===== config.mk =====
export PLATFORM = sky130hd
export DESIGN_NAME = c8_control
export DESIGN_NICKNAME = d
export VERILOG_FILES = /design/src/rtl/core/c8_pkg.sv /design/src/rtl/core/c8_control.sv
export SDC_FILE = /design/constraint.sdc
export NUM_CORES = 1
export LEC_CHECK = 0
export ABC_AREA = 1
export BUFFER_PORTS_ARGS = -buffer_cell sky130_fd_sc_hd__buf_2
export CAP_MARGIN = 20
export CORE_MARGIN = 2
export CORE_UTILIZATION = 35
export CTS_CLUSTER_SIZE = 12
export DETAILED_ROUTE_END_ITERATION = 12
export PLACE_DENSITY_LB_ADDON = 0.2
export SLEW_MARGIN = 5
export SYNTH_ARGS = -nofsm -noshare
export SYNTH_HDL_FRONTEND = slang
export SYNTH_SLANG_ARGS = --single-unit

===== constraint.sdc =====
create_clock -name clk -period 1.5 [get_ports clk]
set_input_delay 0.3 -clock clk [delete_from_list [all_inputs] [get_ports clk]]
set_output_delay 0.3 -clock clk [all_outputs]
set_load 0.01 [all_outputs]

===== src/rtl/core/c8_pkg.sv =====
`timescale 1ns / 1ps
package c8_pkg;
    localparam int MemoryBytes  = 4096;
    localparam int ScreenHeight = 32;
    localparam int ScreenWidth  = 64;
    localparam int StackDepthDefault = 16;
    localparam logic [11:0] ProgramStart = 12'h200;
    localparam logic [11:0] FontBase     = 12'h050;
    localparam int FontBytes = 80;

    localparam logic [1:0] KIND_LOAD = 2'd0;
    localparam logic [1:0] KIND_STEP = 2'd1;
    localparam logic [1:0] KIND_ROW  = 2'd2;

    // major opcode nibbles
    localparam logic [3:0] OP_SYS = 4'h0, OP_JP = 4'h1, OP_CALL = 4'h2, OP_SE_IMM = 4'h3;
    localparam logic [3:0] OP_SNE_IMM = 4'h4, OP_SE_REG = 4'h5, OP_LD_IMM = 4'h6;
    localparam logic [3:0] OP_ADD_IMM = 4'h7, OP_ALU = 4'h8, OP_SNE_REG = 4'h9;
    localparam logic [3:0] OP_LD_I = 4'hA, OP_JP_V0 = 4'hB, OP_RND = 4'hC, OP_DRW = 4'hD;
    localparam logic [3:0] OP_KEY = 4'hE, OP_MISC = 4'hF;
    localparam logic [15:0] OPC_CLS = 16'h00E0, OPC_RET = 16'h00EE;
    localparam logic [7:0] KEY_DOWN = 8'h9E, KEY_UP = 8'hA1;
    localparam logic [7:0] F_GET_DT = 8'h07, F_WAIT_KEY = 8'h0A, F_SET_DT = 8'h15;
    localparam logic [7:0] F_SET_ST = 8'h18, F_ADD_I = 8'h1E, F_FONT = 8'h29;
    localparam logic [7:0] F_BCD = 8'h33, F_SAVE = 8'h55, F_RESTORE = 8'h65;
    localparam logic [3:0] ALU_MOV = 4'h0, ALU_OR = 4'h1, ALU_AND = 4'h2, ALU_XOR = 4'h3;
    localparam logic [3:0] ALU_ADD = 4'h4, ALU_SUB = 4'h5, ALU_SHR = 4'h6;
    localparam logic [3:0] ALU_SUBN = 4'h7, ALU_SHL = 4'hE;

    typedef enum logic [4:0] {
        ST_INIT, ST_IDLE, ST_FETCH_HI, ST_FETCH_LO, ST_FETCH_WAIT, ST_EXEC,
        ST_CLEAR, ST_DRAW_RD, ST_DRAW_WAIT, ST_DRAW_WR,
        ST_BCD, ST_STORE, ST_LOAD_RD, ST_LOAD_WAIT, ST_LOAD_WR,
        ST_FINISH, ST_OUT
    } state_t;

    typedef struct packed {
        logic init_write;
        logic capture;
        logic do_load;
        logic fetch_hi;
        logic fetch_lo;
        logic latch_op;
        logic execute;
        logic clear_row;
        logic draw_read;
        logic draw_write;
        logic bcd_write;
        logic store_write;
        logic load_read;
        logic load_write;
        logic finish;
        logic out_load;
    } cmd_t;

    typedef struct packed {
        logic [3:0] major;
        logic [3:0] n;
        logic [7:0] nn;
        logic [3:0] x;
        logic       step_last;
        logic       init_last;
        logic       draw_done;
        logic [1:0] kind;
    } status_t;

    function automatic logic [7:0] font_byte(input logic [6:0] i);
        logic [7:0] g [0:79];
        g = '{8'hF0,8'h90,8'h90,8'h90,8'hF0,8'h20,8'h60,8'h20,8'h20,8'h70,
              8'hF0,8'h10,8'hF0,8'h80,8'hF0,8'hF0,8'h10,8'hF0,8'h10,8'hF0,
              8'h90,8'h90,8'hF0,8'h10,8'h10,8'hF0,8'h80,8'hF0,8'h10,8'hF0,
              8'hF0,8'h80,8'hF0,8'h90,8'hF0,8'hF0,8'h10,8'h20,8'h40,8'h40,
              8'hF0,8'h90,8'hF0,8'h90,8'hF0,8'hF0,8'h90,8'hF0,8'h10,8'hF0,
              8'hF0,8'h90,8'hF0,8'h90,8'h90,8'hE0,8'h90,8'hE0,8'h90,8'hE0,
              8'hF0,8'h80,8'h80,8'h80,8'hF0,8'hE0,8'h90,8'h90,8'h90,8'hE0,
              8'hF0,8'h80,8'hF0,8'h80,8'hF0,8'hF0,8'h80,8'hF0,8'h80,8'h80};
        if (i < 7'd80)
            return g[i];
        return 8'h00;
    endfunction
endpackage


===== src/rtl/core/c8_control.sv =====
`timescale 1ns / 1ps
module c8_control
    import c8_pkg::*;
(
    input  logic    clk,
    input  logic    rst_n,
    input  logic    in_valid,
    output logic    in_ready,
    output logic    out_valid,
    input  logic    out_ready,
    input  status_t status,
    output cmd_t    cmd
);
    state_t state_reg, state_next;
    logic   out_valid_reg, out_valid_next;

    always_ff @(posedge clk or negedge rst_n)
    begin
        if (!rst_n)
        begin
            state_reg     <= ST_INIT;
            out_valid_reg <= 1'b0;
        end
        else
        begin
            state_reg     <= state_next;
            out_valid_reg <= out_valid_next;
        end
    end

    assign out_valid = out_valid_reg;

    always_comb
    begin
        state_next     = state_reg;
        out_valid_next = out_valid_reg;
        cmd            = '0;
        in_ready       = 1'b0;
        if (out_valid_reg && out_ready)
            out_valid_next = 1'b0;
        case (state_reg)
            ST_INIT:
            begin
                cmd.init_write = 1'b1;
                if (status.init_last)
                    state_next = ST_IDLE;
            end
            ST_IDLE:
            begin
                in_ready    = 1'b1;
                cmd.capture = in_valid;
                if (in_valid)
                    state_next = ST_FETCH_HI;
            end
            ST_FETCH_HI:
            begin
                // decode the captured request kind
                case (status.kind)
                    KIND_STEP:
                    begin
                        cmd.fetch_hi = 1'b1;
                        state_next   = ST_FETCH_LO;
                    end
                    KIND_LOAD:
                    begin
                        cmd.do_load = 1'b1;
                        state_next  = ST_OUT;
                    end
                    default: state_next = ST_OUT;
                endcase
            end
            ST_FETCH_LO:
            begin
                cmd.fetch_lo = 1'b1;
                state_next   = ST_FETCH_WAIT;
            end
            ST_FETCH_WAIT:
            begin
                cmd.latch_op = 1'b1;
                state_next   = ST_EXEC;
            end
            ST_EXEC:
            begin
                cmd.execute = 1'b1;
                state_next  = ST_FINISH;
                if ({status.major, status.x, status.nn} == OPC_CLS)
                    state_next = ST_CLEAR;
                else if (status.major == OP_DRW)
                    state_next = (status.n == 4'h0) ? ST_FINISH : ST_DRAW_RD;
                else if (status.major == OP_MISC && status.nn == F_BCD)
                    state_next = ST_BCD;
                else if (status.major == OP_MISC && status.nn == F_SAVE)
                    state_next = ST_STORE;
                else if (status.major == OP_MISC && status.nn == F_RESTORE)
                    state_next = ST_LOAD_RD;
            end
            ST_CLEAR:
            begin
                cmd.clear_row = 1'b1;
                if (status.step_last)
                    state_next = ST_FINISH;
            end
            ST_DRAW_RD:
            begin
                cmd.draw_read = 1'b1;
                state_next    = status.draw_done ? ST_FINISH : ST_DRAW_WAIT;
            end
            ST_DRAW_WAIT: state_next = ST_DRAW_WR;
            ST_DRAW_WR:
            begin
                cmd.draw_write = 1'b1;
                state_next     = ST_DRAW_RD;
            end
            ST_BCD:
            begin
                cmd.bcd_write = 1'b1;
                if (status.step_last)
                    state_next = ST_FINISH;
            end
            ST_STORE:
            begin
                cmd.store_write = 1'b1;
                if (status.step_last)
                    state_next = ST_FINISH;
            end
            ST_LOAD_RD:
            begin
                cmd.load_read = 1'b1;
                state_next    = ST_LOAD_WAIT;
            end
            ST_LOAD_WAIT: state_next = ST_LOAD_WR;
            ST_LOAD_WR:
            begin
                cmd.load_write = 1'b1;
                state_next     = status.step_last ? ST_FINISH : ST_LOAD_RD;
            end
            ST_FINISH:
            begin
                cmd.finish = 1'b1;
                state_next = ST_OUT;
            end
            ST_OUT:
            begin
                // hold until the output register is free
                if (!out_valid_reg || out_ready)
                begin
                    cmd.out_load   = 1'b1;
                    out_valid_next = 1'b1;
                    state_next     = ST_IDLE;
                end
            end
            default: state_next = ST_IDLE;
        endcase
    end

    a_single_out: assert property (@(posedge clk) disable iff (!rst_n)
        cmd.out_load |-> !in_ready) else $error("output load while idle");
    a_valid_set: assert property (@(posedge clk) disable iff (!rst_n)
        cmd.out_load |=> out_valid) else $error("result not presented");
    a_no_accept_busy: assert property (@(posedge clk) disable iff (!rst_n)
        (state_reg != ST_IDLE) |-> !in_ready) else $error("accept while busy");
endmodule


# == After elaboration in Yosys (flattened, before gate mapping) ==
# Cells that the tools add are included.
# Widths: inputs -> output; s select.
# word_totals
ff_bits,6
wordCells,76
# classes
eq_ne,27
n_mux,36
reduce_logical,11
# ops
operator,count
$pmux 5 s15,1
$mux 5,9
$eq 5x4->1 const B,8
$mux 1,21
$eq 5x3->1 const B,4
$eq 16x8->1 const B,1
$eq 8x7->1 const B,2
$eq 5x2->1 const B,2
$eq 4x4->1 const B,2
$eq 8x6->1 const B,1
$mux 2,3
$ne 2x2->1 const B,3
$eq 5x1->1 const B,1
$eq 5x5->1 const B,1
$logic_not 5->1,1
$logic_and 1x1->1,4
$logic_not 4->1,1
$mux 4,1
$reduce_and 4->1,1
$mux 3,1
$reduce_or 3->1,1
$eq 2x1->1 const B,1
$logic_not 2->1,1
$ne 2x1->1 const B,1
other kinds (2),2

# == Longest topological paths before layout ==
# Gate-level depths: netlist of the first run.
# logic_depth
word_depth,8
ltp_mapped,10

# == Worst setup path after synthesis of the first run ==
# Ideal clock, no wire load.
# synth_path
kind,reg2out
startpoint,register state_reg[2]
endpoint,output cmd[13] (netlist name)
arrival_time_ns,1.115
required_time_ns,1.200
path_slack_ns,0.085
path_stages_with_launch,6
cell_sequence,dfrtp_1 -> nor2_1 -> nand2_2 -> nor2_1 -> inv_1 -> nor3_1
# synth_lines
element,line_no,rtl
from (decl),c8_control.sv:14,"state_t state_reg, state_next;"
from (signal assigned),c8_control.sv:26,state_reg <= state_next;
to (decl),c8_control.sv:12,output cmd_t cmd

==> impl_metrics.env, run 1 <==
export IMPL_timing_rr_start="state_reg[1]"
export IMPL_slew_headroom_pct=76.9
export IMPL_clock_latency_ns=0.24
export IMPL_clock_path_buffers=2
export IMPL_status="finished with violations"
export IMPL_die_w_um=51.8
export IMPL_whs_ns=0.266
export IMPL_slew_violations=0
export IMPL_io_pins=47
export IMPL_area_growth_pct=74.5
export IMPL_crit_chain="nor2_4 -> nand2_4 -> nor2_4 -> inv_2 -> nor2_2 -> buf_2"
export IMPL_cts_root_buf="clkbuf_4"
export IMPL_io_buffers=46
export IMPL_start_util_pct=36.4
export IMPL_grt_antenna_before_repair=0
export IMPL_cp_arrival_ns=1.38
export IMPL_maxCapViolations=0
export IMPL_syn_cell_area_um2=798
export IMPL_synth_sequential_area_ratio_pct=18.8
export IMPL_dp_hpwl_um=1980
export IMPL_ys_warn_count=0
export IMPL_layout_commonest_cell="nand2_1"
export IMPL_ys_types=21
export IMPL_finalClockSkew_ns=0.00332
export IMPL_clock_sinks=6
export IMPL_synth_area_per_cell_um2=5.47
export IMPL_vias_per_cell=4.79
export IMPL_final_nets=241
export IMPL_tritoncts="built"
export IMPL_ant_nets=0
export IMPL_timing_final_setup_violations=19
export IMPL_rows=17
export IMPL_startpoint="state_reg[2]"
export IMPL_hold_viol=0
export IMPL_violations="setup timing"
export IMPL_dr_first_iter_drc_count=13
export IMPL_drive_gt1_share_pct=48.1
export IMPL_overflow=0
export IMPL_wl_um=2690
export IMPL_htreeDepth=1
export IMPL_cts_clk_slew_worst_paths_ns=0.04
export IMPL_place_congestion=0.859
export IMPL_crit_top_cell="nor2_4"
export IMPL_worst_setup_path_end_kind="primary output"
export IMPL_dp_cells=225
export IMPL_grt_pass1_vias=1058
export IMPL_worst_setup_path_start_kind="register"
export IMPL_fillCellCount=185
export IMPL_diodes=0
export IMPL_period_minus_slack_ns=1.68
export IMPL_worst_slew_pin_slew_ns=0.345
export IMPL_finalCritPeriodShare_pct=112
export IMPL_cp_slowest_stage_delay_ns=0.45
export IMPL_core_area_um2=2190
export IMPL_largest_register_ffs=5
export IMPL_cts_made_buffers=3
export IMPL_max_freq_ghz=0.594
export IMPL_synth_seq_cells=6
export IMPL_die_h_um=51.8
export IMPL_dr_pass1_iters=4
export IMPL_final_cell_mix="39 x nand2_1, 38 x buf_2, 24 x nor2_1, 20 x inv_1, 13 x nor2_4"
export IMPL_vias=1141
export IMPL_post_drt_wl_per_cell_um=11.3
export IMPL_grt_usage_pct=20.0
export IMPL_synth_nets=175
export IMPL_drc=0
export IMPL_total_leakage_power_nw=0.772
export IMPL_crit_slowest_cell="dfrtp_2"
export IMPL_ir_worst_vdd_mv=1.22
export IMPL_totalNegativeSetupSlack_ns=-1.46
export IMPL_grt_pass1_wl_um=4190
export IMPL_hp_start="out_ready"
export IMPL_power_density_nw_per_um2=1600
export IMPL_finalWorstSetupSlack_ns=-0.183
export IMPL_path_class="register to primary output"
export IMPL_synthCells=146
export IMPL_stdcell_count=238
export IMPL_required_ns=1.20
export IMPL_rsz0062_at_grt="true"
export IMPL_die_area_um2=2680
export IMPL_grt_max_degree=7
export IMPL_holdCritPathClass="input pin to register"
export IMPL_worstPathMaxFanout=5
Yosys cell counts (all sizes together):
master	number	area [um2]
o21ai	3	15.0
nor2	39	186
nand3	13	70.1
o221ai	1	8.76
nor3	5	36.3
a41oi	1	8.76
nand4	2	12.5
dfrtp	6	150
nand2	44	168
or3b	1	8.76
inv	27	101
nand3b	1	7.51
a21boi	1	11.3
nor4	1	6.26
nor3b	1	7.51
layout make-up:
| cell class | instances | area [um2] | area share, % |
|---|---|---|---|
| Clock buffer | 3 | 22.5 | 1.62 |
| Inverter | 27 | 106 | 7.64 |
| Multi-Input combinational cell | 113 | 668 | 48.0 |
| Sequential cell | 6 | 154 | 11.1 |
| Tap cell | 28 | 35.0 | 2.52 |
| Timing Repair Buffer | 61 | 407 | 29.2 |
stage by stage:
step / total power, mW / worst slack [ns] / area (um2) / util [%]
after floorplan: 1.09 / 0.0852 / 798 / -
after global placement: 1.48 / 0.0444 / 1100 / 50.3
after detailed placement: 1.49 / -0.0202 / 1100 / 50.3
after CTS: 1.86 / -0.164 / 1230 / 56.3
after global routing: 2.39 / -0.240 / 1390 / 63.6
final: 2.23 / -0.183 / 1390 / 63.6
critical path: cells and delay by family (launching register included):
kind | cells | cell delay (ns)
DFF | 1 | 0.45
buffers and inverters | 2 | 0.21
and+or+nand+nor | 4 | 0.48
power by group:
group	internal (mW)	leakage [nW]	total, mW	switching [mW]
clock network	0.0901	0.0138	0.143	0.0530
logic	0.736	0.684	1.75	1.01
registers	0.238	0.0737	0.338	0.100
total	1.06	0.772	2.23	1.16
final timing paths:
check                          endpoint  slack [ns]  cells after the start
setup reg to reg           state_reg[3]       -0.06                      8
hold / removal                out_valid        0.27                      2
hold reg to reg            state_reg[0]        0.56                      2
setup / recovery                cmd[14]       -0.18                      6
max in group asynchronous  state_reg[2]        0.94                      2
min in group asynchronous  state_reg[4]        0.40                      2
logic make-up (layout without fill, tap and decap cells):
kind of cell / Yosys count / count (layout) / synth area share, %
AND/OR/NAND/NOR: 107 / 107 / 63.0
buffers and inverters: 27 / 91 / 12.7
AO/OA/AOI/OAI: 6 / 6 / 5.49
flip-flops: 6 / 6 / 18.8
what timing repair did:
action,4_1_cts,5_1_grt
hold buffers,1,0
cloned,0,0
pin swaps,3,13
resized for setup,18,34
endpoints found under the hold margin,6,0
endpoints found under the setup margin,18,21
buffers inserted,5,5
layer usage:
layer / vias to the layer above / global-route usage (%) / wire [um]
li1: 589 / - / -
met1: 518 / 24.2 / 1130
met2: 32 / 36.8 / 1430
met3: 2 / 1.72 / 104
met4: 0 / 7.02 / 29
met5: - / 0 / 0
Note: power is estimated with default switching activity, not from simulation.
==> run 2: changes to the inputs <==
--- a/config.mk
+++ b/config.mk
@@ -5,14 +5,13 @@
 export SDC_FILE = /design/constraint.sdc
 export NUM_CORES = 1
 export LEC_CHECK = 0
-export ABC_AREA = 1
 export BUFFER_PORTS_ARGS = -buffer_cell sky130_fd_sc_hd__buf_2
 export CAP_MARGIN = 20
 export CORE_MARGIN = 2
 export CORE_UTILIZATION = 35
 export CTS_CLUSTER_SIZE = 12
 export DETAILED_ROUTE_END_ITERATION = 12
-export PLACE_DENSITY_LB_ADDON = 0.2
+export PLACE_DENSITY_LB_ADDON = 0.12
 export SLEW_MARGIN = 5
 export SYNTH_ARGS = -nofsm -noshare
 export SYNTH_HDL_FRONTEND = slang
==> impl_metrics.env, run 2 <==
export IMPL_synth_area_per_cell_um2=7.15
export IMPL_dr_pass1_iters=4
export IMPL_required_ns=1.63
export IMPL_worst_setup_path_start_kind="register"
export IMPL_p_total_mw=2.38
export IMPL_ys_warn_count=0
export IMPL_tritoncts="built"
export IMPL_regArea_um2=155
export IMPL_area_growth_pct=111
export IMPL_io_buffers=46
export IMPL_rows=16
export IMPL_yosysMostFrequentCell="nor2_1"
export IMPL_synth_sequential_area_ratio_pct=20.0
export IMPL_crit_chain="buf_4 -> nor2b_2 -> o21ai_0 -> a21oi_1 -> a211o_1 -> o32a_1"
export IMPL_overflow=0
export IMPL_clock_latency_ns=0.25
export IMPL_htreeDepth=1
export IMPL_synth_seq_cells=6
export IMPL_ant_nets=0
export IMPL_multi_input_area_um2=713
export IMPL_die_area_um2=2530
export IMPL_grt_pass1_wl_um=5490
export IMPL_synth_top_area_share_pct=20.0
export IMPL_cp_arrival_ns=1.94
export IMPL_synth_nets=134
export IMPL_async_reset_ff_share_pct=100
export IMPL_ir_worst_vdd_mv=1.18
export IMPL_post_route_util_pct=79.1
export IMPL_period_minus_slack_ns=1.81
export IMPL_diodes=0
export IMPL_slew_violations=0
export IMPL_timing_final_setup_violations=21
export IMPL_finalWorstSetupSlack_ns=-0.310
export IMPL_power_density_nw_per_um2=1500
export IMPL_largest_register_ffs=5
export IMPL_rsz0062_at_grt="true"
export IMPL_holdCritPathClass="input pin to register"
export IMPL_status="finished with violations"
export IMPL_grt_antenna_before_repair=0
export IMPL_cp_slowest_stage_delay_ns=0.45
export IMPL_clock_sinks=6
export IMPL_grt_usage_pct=28.4
export IMPL_wl_um=3650
export IMPL_post_drt_wl_per_cell_um=16.7
export IMPL_yosysTopAreaCell="dfrtp_1"
export IMPL_io_pins=47
export IMPL_start_util_pct=37.5
export IMPL_dr_first_iter_drc_count=54
export IMPL_synth_ff_type="dfrtp_1"
export IMPL_path_class="register to register"
export IMPL_grt_max_degree=13
export IMPL_layout_commonest_cell="buf_2"
export IMPL_dp_hpwl_um=2000
export IMPL_worst_slew_pin_slew_ns=0.383
export IMPL_finalClockSkew_ns=0.00114
export IMPL_total_leakage_power_nw=0.758
export IMPL_core_area_um2=2000
export IMPL_synth_edf_count=0
export IMPL_crit_slowest_cell="dfrtp_2"
export IMPL_die_w_um=50.3
export IMPL_place_congestion=0.845
export IMPL_final_nets=222
export IMPL_worstPathMaxFanout=5
export IMPL_synthCells=105
export IMPL_final_cell_mix="42 x buf_2, 28 x buf_4, 19 x buf_6, 8 x nor2_1, 8 x o21ai_0"
export IMPL_syn_cell_area_um2=751
export IMPL_hold_viol=0
export IMPL_worst_setup_path_end_kind="register"
export IMPL_placed_area_um2=1170
export IMPL_clock_path_buffers=2
export IMPL_finalCritPeriodShare_pct=121
export IMPL_maxCapViolations=0
export IMPL_max_freq_ghz=0.553
export IMPL_drive_gt1_share_pct=67.5
export IMPL_cts_clk_slew_worst_paths_ns=0.05
export IMPL_synthTopCellsByArea="dfrtp_1 20%, nor2_1 6.5%, o21ai_0 6.0%, nor3_1 5.3%, nand2_1 4.5%"
export IMPL_finalInstanceArea_um2=1580
export IMPL_fillCellCount=130
export IMPL_vias=1268
export IMPL_violations="setup timing"
export IMPL_vias_per_cell=5.82
export IMPL_synthTopCellsByCount="13 x nor2_1, 9 x nand2_1, 9 x o21ai_0"
export IMPL_cts_made_buffers=3
export IMPL_die_h_um=50.3
export IMPL_ys_types=39
export IMPL_grt_pass1_vias=1235
export IMPL_cts_root_buf="clkbuf_4"
export IMPL_drc=0
export IMPL_slew_headroom_pct=74.4
[run 2: cell types whose count changed after synthesis, sizes merged, moves of 5 or more]
cell	before	now
inv	27	3
nand2b	0	5
a21oi	0	6
nor2	39	14
nand2	44	9
o21ai	3	9
nand3	13	5
[run 2: cell families after synthesis]
group	count (synthesis)	synth area share, %
flip-flops	6	20.0
AND/OR/NAND/NOR	60	46.3
buffers and inverters	10	7.33
AO/OA/AOI/OAI	29	26.3
[run 2: cell type report]
type / instances / area share [%]
Clock buffer: 3 / 1.42
Inverter: 3 / 0.870
Tap cell: 27 / 2.13
Multi-Input combinational cell: 89 / 45.1
Sequential cell: 6 / 9.80
Timing Repair Buffer: 90 / 40.7
[run 2: through the flow]
| stage | hold slack, ns | std cells | TNS [ns] | setup WS (ns) |
|---|---|---|---|---|
| floorplan | 0.00441 | 105 | 0 | 0.000233 |
| global placement | 0.132 | 197 | -0.813 | -0.174 |
| detailed placement | 0.134 | 197 | -1.15 | -0.186 |
| CTS | 0.317 | 216 | -3.06 | -0.210 |
| global route | 0.329 | 218 | -5.08 | -0.332 |
| finish | 0.341 | 218 | -4.15 | -0.310 |
[run 2: critical path: cells and delay by family (launching register included)]
family | cells | cell delay, ns
buffers and inverters | 1 | 0.18
flip-flops | 1 | 0.45
AO/OA/AOI/OAI | 4 | 0.86
AND/OR/NAND/NOR | 1 | 0.19
[run 2: what timing repair did]
action	4_1_cts	5_1_grt
endpoints found under the hold margin	6	0
setup buffers	16	3
resized for setup	51	12
cloned	0	0
pin swaps	18	9
setup endpoints to repair	22	23
hold buffers	1	0
[run 2: power by group]
part | switching [mW] | internal [mW] | total (mW)
Sequential | 0.100 | 0.222 | 0.322
Clock | 0.0656 | 0.0910 | 0.157
Combinational | 0.898 | 1.00 | 1.90
Total | 1.06 | 1.31 | 2.38
[run 2: path summary, 6_finish.rpt]
path,to,slack (ns),startpoint,cells past startpoint
hold reg to reg,out_valid,0.56,out_valid,2
setup reg to reg,state_reg[0],-0.31,state_reg[3],6
min in group asynchronous,out_valid,0.40,rst_n,2
setup / recovery,state_reg[0],-0.31,state_reg[3],6
hold / removal,state_reg[2],0.34,status[4],2
max in group asynchronous,state_reg[0],0.93,rst_n,2
[run 2: layer usage]
metal  wire, um  GRT usage [%]  share of wire, %
met1       1440           33.2                39
met2       1790           50.9                49
met3        232           2.38               6.4
met4        192           15.3               5.3
met5          0              0                 0
